### config.mk
export PLATFORM = sky130hd
export DESIGN_NAME = imu_image_timestamp_sync_core
export DESIGN_NICKNAME = d
export VERILOG_FILES = /design/src/design/imuts_pkg.sv /design/src/design/imuts_ctrl.sv /design/src/design/imuts_dpath.sv /design/src/design/imu_image_timestamp_sync_core.sv
export SDC_FILE = /design/constraint.sdc
export NUM_CORES = 2
export LEC_CHECK = 0
export ABC_AREA = 1
export BUFFER_PORTS_ARGS = -buffer_cell sky130_fd_sc_hd__buf_4
export CELL_PAD_IN_SITES_DETAIL_PLACEMENT = 0
export CELL_PAD_IN_SITES_GLOBAL_PLACEMENT = 1
export CORE_MARGIN = 2
export CORE_UTILIZATION = 40
export DETAILED_ROUTE_END_ITERATION = 8
export GPL_TIMING_DRIVEN = 1
export HOLD_SLACK_MARGIN = 0.02
export PLACE_DENSITY_LB_ADDON = 0.1
export SYNTH_ARGS = -nofsm -noshare
export SYNTH_HDL_FRONTEND = slang
export SYNTH_HIERARCHICAL = 1
export SYNTH_SLANG_ARGS = --single-unit
### constraint.sdc
create_clock -name clk_i -period 13.6 [get_ports clk_i]
set_input_delay 2.04 -clock clk_i [delete_from_list [all_inputs] [get_ports clk_i]]
set_output_delay 2.04 -clock clk_i [all_outputs]
set_load 0.01 [all_outputs]
### src/design/imuts_pkg.sv
`default_nettype none
package imuts_pkg;

  // Default queue depths
  localparam int unsigned IMU_DEPTH_DEF   = 32;
  localparam int unsigned IMAGE_DEPTH_DEF = 8;

  // Field widths
  localparam int unsigned STAMP_W  = 48;
  localparam int unsigned HANDLE_W = 16;
  localparam int unsigned ENTRY_W  = STAMP_W + HANDLE_W;
  localparam int unsigned DELAY_W  = 21;
  localparam int unsigned TOL_W    = 24;
  localparam int unsigned LIMIT_W  = 4;
  localparam int unsigned CFG_IDX_W  = 2;
  localparam int unsigned CFG_DATA_W = 24;
  // Signed width for stamp/delay/tolerance arithmetic
  localparam int unsigned CALC_W = STAMP_W + 3;

  // Function codes
  localparam logic [1:0] FUNC_IMU   = 2'd0;
  localparam logic [1:0] FUNC_IMAGE = 2'd1;
  localparam logic [1:0] FUNC_PULL  = 2'd2;

  // Result kinds
  localparam logic [2:0] KIND_IMAGE    = 3'd0;
  localparam logic [2:0] KIND_IMU      = 3'd1;
  localparam logic [2:0] KIND_NOTREADY = 3'd2;
  localparam logic [2:0] KIND_GAP      = 3'd3;
  localparam logic [2:0] KIND_UNSYNC   = 3'd4;

  // Config register indexes
  localparam logic [CFG_IDX_W-1:0] REG_DELAY  = 2'd0;
  localparam logic [CFG_IDX_W-1:0] REG_KEEP2  = 2'd1;
  localparam logic [CFG_IDX_W-1:0] REG_GAPTOL = 2'd2;
  localparam logic [CFG_IDX_W-1:0] REG_ULIMIT = 2'd3;

  // Config reset values
  localparam logic [TOL_W-1:0]   GAPTOL_RST = 24'd3000000;
  localparam logic [LIMIT_W-1:0] ULIMIT_RST = 4'd10;

  typedef struct packed {
    logic [1:0]          func;
    logic [STAMP_W-1:0]  stamp;
    logic [HANDLE_W-1:0] handle;
  } in_t;

  typedef struct packed {
    logic [2:0]          kind;
    logic [HANDLE_W-1:0] msg_handle;
    logic [STAMP_W-1:0]  msg_stamp;
    logic                last;
  } out_t;

  // Controller to datapath
  typedef struct packed {
    logic       arrive;     // arrival item accepted
    logic       rd_gap;     // read newest image, oldest imu
    logic       rd_wait;    // read oldest image, newest imu
    logic       take_img;   // pop oldest image into pending
    logic       take_imu;   // pop oldest imu into pending, read next
    logic       clear;      // empty both queues
    logic       emit_stat;  // emit a status result
    logic [2:0] stat_kind;
    logic       emit_pend;  // emit the pending entry
    logic       pend_last;
    logic       unsync_bump;
    logic       unsync_zero;
  } cmd_t;

  // Datapath to controller
  typedef struct packed {
    logic pull_ok;     // normal mode, both queues non-empty
    logic gap_fail;
    logic wait_fail;
    logic imu_empty;
    logic imu_older;   // head imu older than image limit
    logic unsync_over;
    logic pend_img;    // pending entry is the image
  } stat_t;

endpackage
`default_nettype wire

### src/design/imuts_ctrl.sv
`default_nettype none
module imuts_ctrl (
  input  wire logic            clk_i,
  input  wire logic            rst_ni,
  input  wire logic            start_i,
  input  wire logic [1:0]      func_i,
  input  wire imuts_pkg::stat_t stat_i,
  output imuts_pkg::cmd_t      cmd_o,
  output logic                 busy_o
);

  typedef enum logic [1:0] {
    S_IDLE,
    S_GAP,
    S_WAIT,
    S_WALK
  } state_e;

  state_e state_q, state_d;

  // Next state and commands
  always_comb begin
    state_d = state_q;
    cmd_o   = '0;
    case (state_q)
      S_IDLE: begin
        if (start_i) begin
          if (func_i == imuts_pkg::FUNC_PULL) begin
            if (stat_i.pull_ok) begin
              cmd_o.rd_gap = 1'b1;
              state_d      = S_GAP;
            end else begin
              cmd_o.emit_stat = 1'b1;
              cmd_o.stat_kind = imuts_pkg::KIND_NOTREADY;
            end
          end else begin
            cmd_o.arrive = 1'b1;
          end
        end
      end
      S_GAP: begin
        if (stat_i.gap_fail) begin
          cmd_o.clear     = 1'b1;
          cmd_o.emit_stat = 1'b1;
          cmd_o.stat_kind = imuts_pkg::KIND_GAP;
          state_d         = S_IDLE;
        end else begin
          cmd_o.rd_wait = 1'b1;
          state_d       = S_WAIT;
        end
      end
      S_WAIT: begin
        if (stat_i.wait_fail) begin
          cmd_o.emit_stat = 1'b1;
          cmd_o.stat_kind = imuts_pkg::KIND_NOTREADY;
          state_d         = S_IDLE;
        end else begin
          cmd_o.take_img = 1'b1;
          state_d        = S_WALK;
        end
      end
      S_WALK: begin
        if (stat_i.imu_empty) begin
          cmd_o.emit_pend = 1'b1;
          cmd_o.pend_last = 1'b1;
          state_d         = S_IDLE;
        end else if (stat_i.imu_older) begin
          cmd_o.emit_pend   = 1'b1;
          cmd_o.take_imu    = 1'b1;
          cmd_o.unsync_zero = 1'b1;
        end else if (stat_i.pend_img && stat_i.unsync_over) begin
          cmd_o.clear       = 1'b1;
          cmd_o.unsync_zero = 1'b1;
          cmd_o.emit_stat   = 1'b1;
          cmd_o.stat_kind   = imuts_pkg::KIND_UNSYNC;
          state_d           = S_IDLE;
        end else begin
          cmd_o.unsync_bump = 1'b1;
          cmd_o.emit_pend   = 1'b1;
          cmd_o.pend_last   = 1'b1;
          state_d           = S_IDLE;
        end
      end
      default: begin
        state_d = S_IDLE;
      end
    endcase
  end

  always_ff @(posedge clk_i or negedge rst_ni) begin
    if (!rst_ni) begin
      state_q <= S_IDLE;
    end else begin
      state_q <= state_d;
    end
  end

  assign busy_o = (state_q != S_IDLE);

endmodule
`default_nettype wire

### src/design/imuts_dpath.sv
`default_nettype none
module imuts_dpath #(
  parameter int unsigned IMU_DEPTH   = imuts_pkg::IMU_DEPTH_DEF,
  parameter int unsigned IMAGE_DEPTH = imuts_pkg::IMAGE_DEPTH_DEF
) (
  input  wire logic                                   clk_i,
  input  wire logic                                   rst_ni,
  input  wire imuts_pkg::in_t                         item_i,
  input  wire imuts_pkg::cmd_t                        cmd_i,
  input  wire logic                                   cfg_we_i,
  input  wire logic [imuts_pkg::CFG_IDX_W-1:0]        cfg_index_i,
  input  wire logic [imuts_pkg::CFG_DATA_W-1:0]       cfg_data_i,
  output imuts_pkg::stat_t                            stat_o,
  output logic                                        res_valid_o,
  output imuts_pkg::out_t                             res_o
);

  localparam int unsigned MPW = (IMU_DEPTH > 1) ? $clog2(IMU_DEPTH) : 1;
  localparam int unsigned MFW = $clog2(IMU_DEPTH + 1);
  localparam int unsigned MSW = MFW + 2;
  localparam int unsigned GPW = (IMAGE_DEPTH > 1) ? $clog2(IMAGE_DEPTH) : 1;
  localparam int unsigned GFW = $clog2(IMAGE_DEPTH + 1);
  localparam int unsigned GSW = GFW + 1;
  localparam int unsigned EW  = imuts_pkg::ENTRY_W;
  localparam int unsigned SW  = imuts_pkg::STAMP_W;
  localparam int unsigned HW  = imuts_pkg::HANDLE_W;
  localparam int unsigned CW  = imuts_pkg::CALC_W;
  localparam int unsigned DW  = imuts_pkg::DELAY_W;
  localparam int unsigned TW  = imuts_pkg::TOL_W;
  localparam int unsigned LW  = imuts_pkg::LIMIT_W;

  typedef enum logic [1:0] {
    M_IDLE,
    M_STARTED,
    M_NORMAL
  } mode_e;

  // Config registers
  logic [DW-1:0] delay_q;
  logic          keep2_q;
  logic [TW-1:0] gaptol_q;
  logic [LW-1:0] ulimit_q;

  always_ff @(posedge clk_i or negedge rst_ni) begin
    if (!rst_ni) begin
      delay_q  <= '0;
      keep2_q  <= 1'b0;
      gaptol_q <= imuts_pkg::GAPTOL_RST;
      ulimit_q <= imuts_pkg::ULIMIT_RST;
    end else if (cfg_we_i) begin
      case (cfg_index_i)
        imuts_pkg::REG_DELAY:  delay_q  <= cfg_data_i[DW-1:0];
        imuts_pkg::REG_KEEP2:  keep2_q  <= cfg_data_i[0];
        imuts_pkg::REG_GAPTOL: gaptol_q <= cfg_data_i[TW-1:0];
        imuts_pkg::REG_ULIMIT: ulimit_q <= cfg_data_i[LW-1:0];
        default: ;
      endcase
    end
  end

  // Control state
  mode_e          mode_q, mode_d;
  logic [SW-1:0]  start_q, start_d;
  logic [LW-1:0]  unsync_q, unsync_d;
  logic [MPW-1:0] mhead_q, mhead_d;
  logic [MFW-1:0] mfill_q, mfill_d;
  logic [GPW-1:0] ghead_q, ghead_d;
  logic [GFW-1:0] gfill_q, gfill_d;

  // Payload registers
  logic [EW-1:0]  mrd_q, grd_q, pend_q, pend_d;
  logic           pend_img_q, pend_img_d;
  logic [CW-1:0]  limit_q, limit_d;

  logic [EW-1:0] mmem [IMU_DEPTH];
  logic [EW-1:0] gmem [IMAGE_DEPTH];

  // Signed views
  logic signed [CW-1:0] delay_x, stamp_x, start_x;
  assign delay_x = CW'(signed'(delay_q));
  assign stamp_x = CW'(item_i.stamp);
  assign start_x = CW'(start_q);

  logic signed [CW-1:0] m_plus_d, g_minus_d;
  assign m_plus_d  = stamp_x + delay_x;
  assign g_minus_d = stamp_x - delay_x;

  // Ring addresses
  logic [MSW-1:0] m_tail_s, m_new_s, m_next_s;
  logic [GSW-1:0] g_tail_s, g_new_s;
  logic [MPW-1:0] m_tail, m_new, m_next;
  logic [GPW-1:0] g_tail, g_new, g_next;

  always_comb begin
    m_tail_s = MSW'(mhead_q) + MSW'(mfill_q);
    if (m_tail_s >= MSW'(IMU_DEPTH)) m_tail_s = m_tail_s - MSW'(IMU_DEPTH);
    m_tail = m_tail_s[MPW-1:0];
    m_new_s = MSW'(mhead_q) + MSW'(mfill_q) + MSW'(IMU_DEPTH - 1);
    if (m_new_s >= MSW'(IMU_DEPTH)) m_new_s = m_new_s - MSW'(IMU_DEPTH);
    if (m_new_s >= MSW'(IMU_DEPTH)) m_new_s = m_new_s - MSW'(IMU_DEPTH);
    m_new = m_new_s[MPW-1:0];
    m_next_s = MSW'(mhead_q) + MSW'(1);
    if (m_next_s >= MSW'(IMU_DEPTH)) m_next_s = '0;
    m_next = m_next_s[MPW-1:0];

    g_tail_s = GSW'(ghead_q) + GSW'(gfill_q);
    if (g_tail_s >= GSW'(IMAGE_DEPTH)) g_tail_s = g_tail_s - GSW'(IMAGE_DEPTH);
    g_tail = g_tail_s[GPW-1:0];
    g_new_s = GSW'(ghead_q) + GSW'(gfill_q) + GSW'(IMAGE_DEPTH - 1);
    if (g_new_s >= GSW'(IMAGE_DEPTH)) g_new_s = g_new_s - GSW'(IMAGE_DEPTH);
    if (g_new_s >= GSW'(IMAGE_DEPTH)) g_new_s = g_new_s - GSW'(IMAGE_DEPTH);
    g_new = g_new_s[GPW-1:0];
    g_next = (ghead_q == GPW'(IMAGE_DEPTH - 1)) ? '0 : ghead_q + GPW'(1);
  end

  // Arrival decisions
  logic m_push, g_push, set_start, go_normal;
  logic m_we, g_we;
  logic [GFW-1:0] gfill_a;

  always_comb begin
    m_push    = 1'b0;
    g_push    = 1'b0;
    set_start = 1'b0;
    go_normal = 1'b0;
    if (cmd_i.arrive && item_i.func == imuts_pkg::FUNC_IMU) begin
      if (!delay_q[DW-1]) begin
        m_push    = 1'b1;
        set_start = (mode_q == M_IDLE);
      end else if (mode_q == M_STARTED) begin
        if (m_plus_d > start_x) begin
          m_push    = 1'b1;
          go_normal = 1'b1;
        end
      end else if (mode_q == M_NORMAL) begin
        m_push = 1'b1;
      end
    end
    if (cmd_i.arrive && item_i.func == imuts_pkg::FUNC_IMAGE) begin
      if (!delay_q[DW-1]) begin
        if (mode_q == M_STARTED) begin
          if (g_minus_d > start_x) begin
            g_push    = 1'b1;
            go_normal = 1'b1;
          end
        end else if (mode_q == M_NORMAL) begin
          g_push = 1'b1;
        end
      end else if (mode_q == M_IDLE) begin
        set_start = 1'b1;
      end else begin
        g_push = 1'b1;
      end
    end
  end

  assign m_we = m_push && (mfill_q < MFW'(IMU_DEPTH));
  assign g_we = g_push && (gfill_q < GFW'(IMAGE_DEPTH));

  // State update
  always_comb begin
    mode_d     = mode_q;
    start_d    = start_q;
    unsync_d   = unsync_q;
    mhead_d    = mhead_q;
    mfill_d    = mfill_q;
    ghead_d    = ghead_q;
    gfill_d    = gfill_q;
    pend_d     = pend_q;
    pend_img_d = pend_img_q;
    limit_d    = limit_q;
    gfill_a    = gfill_q + GFW'(g_we);

    if (set_start) begin
      start_d = item_i.stamp;
      mode_d  = M_STARTED;
    end
    if (go_normal) mode_d = M_NORMAL;
    if (m_we) mfill_d = mfill_q + MFW'(1);
    if (cmd_i.arrive && item_i.func == imuts_pkg::FUNC_IMAGE) begin
      // real-time mode keeps only the two newest images
      if (keep2_q && gfill_a > GFW'(2)) begin
        ghead_d = g_next;
        gfill_d = gfill_a - GFW'(1);
      end else begin
        gfill_d = gfill_a;
      end
    end

    if (cmd_i.take_img) begin
      pend_d     = grd_q;
      pend_img_d = 1'b1;
      limit_d    = CW'(grd_q[EW-1:HW]) - delay_x;
      ghead_d    = g_next;
      gfill_d    = gfill_q - GFW'(1);
    end
    if (cmd_i.take_imu) begin
      pend_d     = mrd_q;
      pend_img_d = 1'b0;
      mhead_d    = m_next;
      mfill_d    = mfill_q - MFW'(1);
    end
    if (cmd_i.unsync_zero) unsync_d = '0;
    if (cmd_i.unsync_bump && unsync_q != '1) unsync_d = unsync_q + LW'(1);
    if (cmd_i.clear) begin
      mhead_d = '0;
      mfill_d = '0;
      ghead_d = '0;
      gfill_d = '0;
    end
  end

  always_ff @(posedge clk_i or negedge rst_ni) begin
    if (!rst_ni) begin
      mode_q   <= M_IDLE;
      start_q  <= '0;
      unsync_q <= '0;
      mhead_q  <= '0;
      mfill_q  <= '0;
      ghead_q  <= '0;
      gfill_q  <= '0;
      pend_img_q <= 1'b0;
    end else begin
      mode_q   <= mode_d;
      start_q  <= start_d;
      unsync_q <= unsync_d;
      mhead_q  <= mhead_d;
      mfill_q  <= mfill_d;
      ghead_q  <= ghead_d;
      gfill_q  <= gfill_d;
      pend_img_q <= pend_img_d;
    end
  end

  always_ff @(posedge clk_i) begin
    pend_q  <= pend_d;
    limit_q <= limit_d;
  end

  // Queue memories, registered reads
  logic [MPW-1:0] m_raddr;
  logic [GPW-1:0] g_raddr;

  always_comb begin
    m_raddr = mhead_q;
    if (cmd_i.rd_wait)  m_raddr = m_new;
    if (cmd_i.take_imu) m_raddr = m_next;
    g_raddr = ghead_q;
    if (cmd_i.rd_gap) g_raddr = g_new;
  end

  always_ff @(posedge clk_i) begin
    if (m_we) mmem[m_tail] <= {item_i.stamp, item_i.handle};
    if (g_we) gmem[g_tail] <= {item_i.stamp, item_i.handle};
    mrd_q <= mmem[m_raddr];
    grd_q <= gmem[g_raddr];
  end

  // Status compares
  logic signed [CW-1:0] g_rd_x, m_rd_x;
  assign g_rd_x = CW'(grd_q[EW-1:HW]);
  assign m_rd_x = CW'(mrd_q[EW-1:HW]);

  always_comb begin
    stat_o.pull_ok     = (mode_q == M_NORMAL) && (mfill_q != '0) && (gfill_q != '0);
    stat_o.gap_fail    = (g_rd_x - delay_x + signed'(CW'(gaptol_q))) < m_rd_x;
    stat_o.wait_fail   = (g_rd_x - delay_x) > m_rd_x;
    stat_o.imu_empty   = (mfill_q == '0);
    stat_o.imu_older   = m_rd_x < signed'(limit_q);
    stat_o.unsync_over = unsync_q > ulimit_q;
    stat_o.pend_img    = pend_img_q;
  end

  // Result register
  logic res_valid_q;
  imuts_pkg::out_t res_q;

  always_ff @(posedge clk_i or negedge rst_ni) begin
    if (!rst_ni) begin
      res_valid_q <= 1'b0;
    end else begin
      res_valid_q <= cmd_i.emit_stat || cmd_i.emit_pend;
    end
  end

  always_ff @(posedge clk_i) begin
    if (cmd_i.emit_stat) begin
      res_q.kind       <= cmd_i.stat_kind;
      res_q.msg_handle <= '0;
      res_q.msg_stamp  <= '0;
      res_q.last       <= 1'b1;
    end else if (cmd_i.emit_pend) begin
      res_q.kind       <= pend_img_q ? imuts_pkg::KIND_IMAGE : imuts_pkg::KIND_IMU;
      res_q.msg_handle <= pend_q[HW-1:0];
      res_q.msg_stamp  <= pend_q[EW-1:HW];
      res_q.last       <= cmd_i.pend_last;
    end
  end

  assign res_valid_o = res_valid_q;
  assign res_o       = res_q;

endmodule
`default_nettype wire

### src/design/imu_image_timestamp_sync_core.sv
// Arrivals (imu, image): no result, busy stays low.
// Pull, not ready at once: one result in the cycle after the transfer.
// Pull otherwise: a status result, or the image result after the GAP, WAIT and
// WALK states, then one imu result per cycle; busy while in those states.
// Results cannot be stalled. Async active-low reset empties both queues.
`default_nettype none
module imu_image_timestamp_sync_core #(
  parameter int unsigned IMU_DEPTH   = imuts_pkg::IMU_DEPTH_DEF,
  parameter int unsigned IMAGE_DEPTH = imuts_pkg::IMAGE_DEPTH_DEF
) (
  input  wire logic                             clk_i,
  input  wire logic                             rst_ni,
  input  wire logic                             start,
  output logic                                  busy,
  input  wire imuts_pkg::in_t                   item_i,
  output logic                                  res_valid_o,
  output imuts_pkg::out_t                       res_o,
  input  wire logic                             cfg_valid_i,
  output logic                                  cfg_ready_o,
  input  wire logic [imuts_pkg::CFG_IDX_W-1:0]  cfg_index_i,
  input  wire logic [imuts_pkg::CFG_DATA_W-1:0] cfg_data_i
);

  imuts_pkg::cmd_t  cmd;
  imuts_pkg::stat_t stat;

  assign cfg_ready_o = 1'b1;

  imuts_ctrl u_ctrl (
    .clk_i  (clk_i),
    .rst_ni (rst_ni),
    .start_i(start && !busy),
    .func_i (item_i.func),
    .stat_i (stat),
    .cmd_o  (cmd),
    .busy_o (busy)
  );

  imuts_dpath #(
    .IMU_DEPTH  (IMU_DEPTH),
    .IMAGE_DEPTH(IMAGE_DEPTH)
  ) u_dpath (
    .clk_i      (clk_i),
    .rst_ni     (rst_ni),
    .item_i     (item_i),
    .cmd_i      (cmd),
    .cfg_we_i   (cfg_valid_i && cfg_ready_o),
    .cfg_index_i(cfg_index_i),
    .cfg_data_i (cfg_data_i),
    .stat_o     (stat),
    .res_valid_o(res_valid_o),
    .res_o      (res_o)
  );

endmodule
`default_nettype wire
# After elaboration in Yosys (flattened, before gate mapping)
# Memory sizes are Yosys's and may differ from the RTL's. A register that Yosys moved wholly into a read port is not among the register bits.
# Index checks and enable logic that the tools add are counted.
# totals
mem_count,2
ramBits,2560
output_inout_bits,71
wordCells,209
input_bits,96
reg_bits,309
# classes
reduce_logical,34
add_sub_neg,23
magnitude_cmp,16
n_eq_ne,16
mux,98
# mem_list
memory,depth,width,read_ports,rd_clocked_by_memory_dff,write_ports,line_no,rtl
u_dpath.mmem,32,64,1,1,1,imuts_dpath.sv:75,logic [EW-1:0] mmem [IMU_DEPTH];
u_dpath.gmem,8,64,1,1,1,imuts_dpath.sv:76,logic [EW-1:0] gmem [IMAGE_DEPTH];
# op_table
op,count
$gt A51 B49 Y1,3
$sub A49 B21 Y50,3
$mux W68,2
$mux W64,2
$mux W5,11
$add A51 B25 Y51,1
$lt A49 B51 Y1,1
$lt A51 B49 Y1,1
$add A49 B21 Y50,1
$mux W4,11
$mux W1,41
$mux W2,14
$mux W3,9
$mux W6,4
$ge A8 B6 Y1 const B,2
$pmux W4 S4,1
$ge A5 B4 Y1 const B,3
$eq A2 B2 Y1 const B,6
$reduce_bool A2 Y1,6
$logic_and A1 B1 Y1,10
$reduce_and A2 Y1,5
$sub A5 B1 Y5 const B,2
$reduce_bool A3 Y1,3
$add A7 B5 Y8 const B,1
other kinds (35),44

# Longest topological paths before layout
# logic_depth
word_depth,17
ltp_mapped,56
mapped_depth_nobuf,53

# By module
# Netlist, hierarchy kept.
# by_module_without_submodules
module,cells_each,seq_area_each_um2,instances,area_per_inst_um2
imuts_dpath,11864,87368.8,1,135588.8
imuts_ctrl,47,50.0,1,244.0
imu_image_timestamp_sync_core,4,0.0,1,21.3

# Worst setup path after synthesis
# No wires, ideal clock.
# synth_timing
path_kind,input-to-reg
from,in item_i[16] in the netlist's numbering
to,"mem u_dpath/mmem[25][0] in the netlist's numbering, enable pin"
n_path_buf,2
t_required_ns,13.035
setup_slack_ns,3.287
cell_stages,30
t_arrival_ns,9.748
path_cell_list,ha_1 > fa_1 > nand3_1 > nand2_2 > nand2_2 > nand2_2 > nand2_2 > nand2_2 > a31oi_1 > o21ai_1 > a21oi_1 > o21ai_1 > xor2_1 > ha_1 > nand2_1 > inv_1 > nand3_1 > nor4_1 > nand2_1 > nand2_1 > nand2_1 > nand2_1 > nand2_1 > nand2_1 > nand2_1 > o21bai_2 > nand2_2 > buf_6 > buf_6 > nor3_1
# synth_between
elab_chain_cells,9
# synth_lines
element,line_no,rtl
from (decl),imu_image_timestamp_sync_core.sv:15,"input wire imuts_pkg::in_t item_i,"
$add A49 B21 Y50,imuts_dpath.sv:85,assign m_plus_d = stamp_x + delay_x;
$gt A51 B49 Y1,imuts_dpath.sv:131,if (m_plus_d > start_x) begin
$mux W1,imuts_dpath.sv:131,
$mux W1,imuts_dpath.sv:130,end else if (mode_q == M_STARTED) begin
$mux W1,imuts_dpath.sv:127,if (!delay_q[DW-1]) begin
$mux W1,imuts_dpath.sv:126,if (cmd_i.arrive && item_i.func == imuts_pkg::FUNC_IMU) begin
$logic_and A1 B1 Y1,imuts_dpath.sv:157,assign m_we = m_push && (mfill_q < MFW'(IMU_DEPTH));
$mux W1,imuts_dpath.sv:253,"if (m_we) mmem[m_tail] <= {item_i.stamp, item_i.handle};"
$mux W1 (not written as such),imuts_dpath.sv:253,
to (decl),imuts_dpath.sv:75,
# No other way between the ends.

==> results.json <==
{
  "die_w_um": 587,
  "die-area_sq_um": 344000,
  "track_usage": 0.266,
  "end_kind": "flip-flop",
  "die_y_um": 587,
  "max_freq_mhz": 86.6,
  "wirelength_um": 469000,
  "ant_nets": 0,
  "wire_per_inst_um": 27.9,
  "grt_pass1_vias": 89663,
  "internal_power_mw": 20.3,
  "final_common_cell": "edfxtp_1",
  "gp_congestion": 0.941,
  "final_cell_mix": "2677 x edfxtp_1, 1758 x nand2_1, 1289 x inv_1",
  "worstPathMaxFanout": 112,
  "ys.flop_type": "edfxtp_1",
  "seq_area_frac_synth": 0.643,
  "place_area_sq_um": 142000,
  "final-max-slew-violation-count": 0,
  "slew_headroom": 0.144,
  "fin_skew_ps": 48.2,
  "comb_power_share": 0.390,
  "setup_viol": 0,
  "drt-vias-per-instance": 5.57,
  "p_sw_mw": 13.7,
  "setup-tns-final_ps": 0,
  "clk-insertion-delay-late_ps": 930,
  "p_per_area_nw_per_um2": 221,
  "grt-ovfl-total": 0,
  "p_seq_frac": 0.334,
  "yosysWarnings": 6,
  "worst_pin_slew_ps": 1270,
  "synthCells": 11915,
  "cts_made_buffers": 336,
  "grt_max_degree": 187,
  "areaGrowthSynthToFinish_pct": 13.1,
  "power_mw": 34.0,
  "cts_buffer_depth": 4,
  "ir_drop_v": 0.000169,
  "route.detailed.drc": 0,
  "clkSinkCount": 2996,
  "critPathMaxStageDelay_ps": 670,
  "critPathLaunchType": "flip-flop",
  "syn_area_sq_um": 136000,
  "rows": 213,
  "final_net_count": 12513,
  "detailed_place_hpwl_um": 279000,
  "crit_required_ps": 14370,
  "drt_iter0_drc": 8673,
  "timing.final.crit_period_ps": 11550,
  "fin_crit_sh": 0.849,
  "pwr-share-clk": 0.275,
  "critPathSlowestCell": "nand2_4",
  "drive_gt1_frac": 0.109,
  "syn_area_per_cell_sq_um": 11.4,
  "hold_violations": 0,
  "rsz0062_at_grt": "no",
  "hold_buffers": 0,
  "synth-edff-count": 2677,
  "postCtsSetupRepairBufs": 0,
  "whs_ps": 457,
  "cts-root-buf": "clkbuf_16",
  "htree_levels": 5,
  "grt_pass1_wl_um": 663000,
  "outcome": "finished clean",
  "initial_core_util": 0.403,
  "crit_arrival_ps": 12320,
  "ys_async_sr_fraction": 0.0421,
  "grt_antenna_before_repair": 26,
  "cts_tree": "yes",
  "syn-num-nets": 12455,
  "core-area_sq_um": 337000,
  "io_buffers": 165,
  "p_sw_frac": 0.402,
  "detailedRoute.firstPassIterationCount": 6,
  "cts.clk_slew.worst_paths_ps": 60,
  "synth-seq-cells": 2996,
  "path_common_cell": "nand2_1",
  "hold_path.class": "reg2reg",
  "ios": 167,
  "post-route-util": 0.456,
  "ys_types": 66,
  "design_area_sq_um": 154000,
  "cts_repair_resize_count": 0,
  "drv_cap": 0,
  "power.leakage_nw": 58.5,
  "vias": 93547,
  "crit_type": "reg2reg"
}
routing by layer:
layer | track usage | part of all wire | up-vias
met2 | 0.433 | 0.47 | 2819
met5 | 0 | 0.000090 | -
met1 | 0.375 | 0.45 | 47531
met3 | 0.0294 | 0.055 | 557
met4 | 0.0736 | 0.029 | 6
li1 | - | - | 42634
worst paths after layout:
path	from	end	cells past startpoint	slack [ps]
max	u_dpath/delay_q[0]	u_dpath/mrd_q[45]	50	2050
min	u_dpath/pend_q[23]	u_dpath/res_o[8]	2	460
max reg2reg	u_dpath/delay_q[0]	u_dpath/mrd_q[45]	50	2050
min reg2reg	u_dpath/pend_q[23]	u_dpath/res_o[8]	2	460
max in group asynchronous	rst_ni	u_dpath/delay_q[8]	2	10950
min in group asynchronous	rst_ni	u_dpath/gaptol_q[20]	1	1130
synthesized netlist by cell type, types with 4 or more instances:
library cell / count / area [sq um]
a31oi_1: 221 / 1380
xnor2_1: 23 / 201
and3_1: 7 / 43.8
a311oi_1: 133 / 1160
dfrtp_1: 114 / 2850
clkbuf_1: 280 / 1050
nor2_2: 18 / 113
o21ai_0: 931 / 4660
a21oi_1: 585 / 2930
xor2_1: 150 / 1310
a211oi_1: 8 / 60.1
buf_4: 29 / 218
o21a_1: 8 / 60.1
inv_2: 43 / 161
dfstp_2: 12 / 315
dfxtp_1: 193 / 3860
nand3_2: 4 / 40.0
fa_1: 7 / 140
o22ai_1: 133 / 832
nand4_1: 67 / 419
nor4_1: 10 / 62.6
nand3_1: 438 / 2190
buf_6: 10 / 113
edfxtp_1: 2677 / 80400
mux2_2: 330 / 3720
nand2_2: 19 / 119
nand2_1: 1763 / 6620
clkinv_1: 7 / 26.3
nor3_2: 9 / 90.1
a21boi_0: 6 / 45.0
a21oi_2: 5 / 43.8
inv_1: 1296 / 4860
o21bai_1: 26 / 195
o21ai_1: 28 / 140
a21o_1: 14 / 105
buf_2: 249 / 1250
ha_1: 437 / 5470
nor2_1: 884 / 3320
buf_1: 38 / 143
o211ai_1: 511 / 3840
o31ai_1: 70 / 526
nor3_1: 85 / 425
worst max-delay path, delay by kind of cell (launching register included):
kind	cells	cell delay, ps
adders and majority gates	4	1510
DFF	1	470
buffers and inverters	8	1530
AOI/OAI and AO/OA	10	2530
xor gates and xnor gates	2	670
muxes	1	400
and+or+nand+nor	25	3970
power by group through the flow:
| stage | sequential (mW) | combinational, mW | clock (mW) |
|---|---|---|---|
| global placement | 11.5 | 13.2 | 0 |
| detailed placement | 11.5 | 13.2 | 0 |
| CTS | 11.3 | 13.3 | 9.54 |
| floorplan | 11.1 | 8.75 | 0 |
| global route | 11.4 | 14.6 | 9.89 |
| finish | 11.3 | 13.3 | 9.36 |
state kept, by name, summed over array words and instances, names as in the netlist, 3 cells and up:
| name | flops |
|---|---|
| u_dpath/delay_q | 21 |
| u_dpath/mmem | 2048 |
| u_dpath/gmem | 512 |
| u_dpath/res_o | 68 |
| u_dpath/gfill_q | 4 |
| u_dpath/pend_q | 64 |
| u_dpath/gaptol_q | 24 |
| u_dpath/mhead_q | 5 |
| u_dpath/start_q | 48 |
| u_dpath/mfill_q | 6 |
| u_dpath/unsync_q | 4 |
| u_dpath/grd_q | 64 |
| u_dpath/limit_q | 50 |
| u_dpath/ghead_q | 3 |
| u_dpath/mrd_q | 64 |
| u_dpath/ulimit_q | 4 |
final cells by class:
class	count	area (sq um)
Tap cell	4515	5650
Clock buffer	445	9240
Sequential cell	2996	87400
Antenna cell	20	50.0
Fill cell	31072	184000
Inverter	1346	5080
Timing Repair Buffer	326	3140
Multi-Input combinational cell	6967	41000
Clock inverter	179	2160
metrics by stage:
stage                     instances  setup WS, ps
after detailed placement      16150          1940
after global routing          16780          1460
after CTS                     16774          1910
after global placement        16150          1790
after floorplan               11915          3290
final                         16794          2050
cells by family (layout without fill, tap and decap cells):
family	after synthesis	in the layout	synth area share
AOI/OAI and AO/OA	2700	2700	0.119
xor gates and xnor gates	176	176	0.0115
adders and majority gates	444	444	0.0413
buffers and inverters	1952	2296	0.0576
DFF	2996	2996	0.643
muxes	330	330	0.0274
other	1	21	0.0000276
and+or+nand+nor	3316	3316	0.0996
No activity file was read; power rests on OpenSTA's default activity.
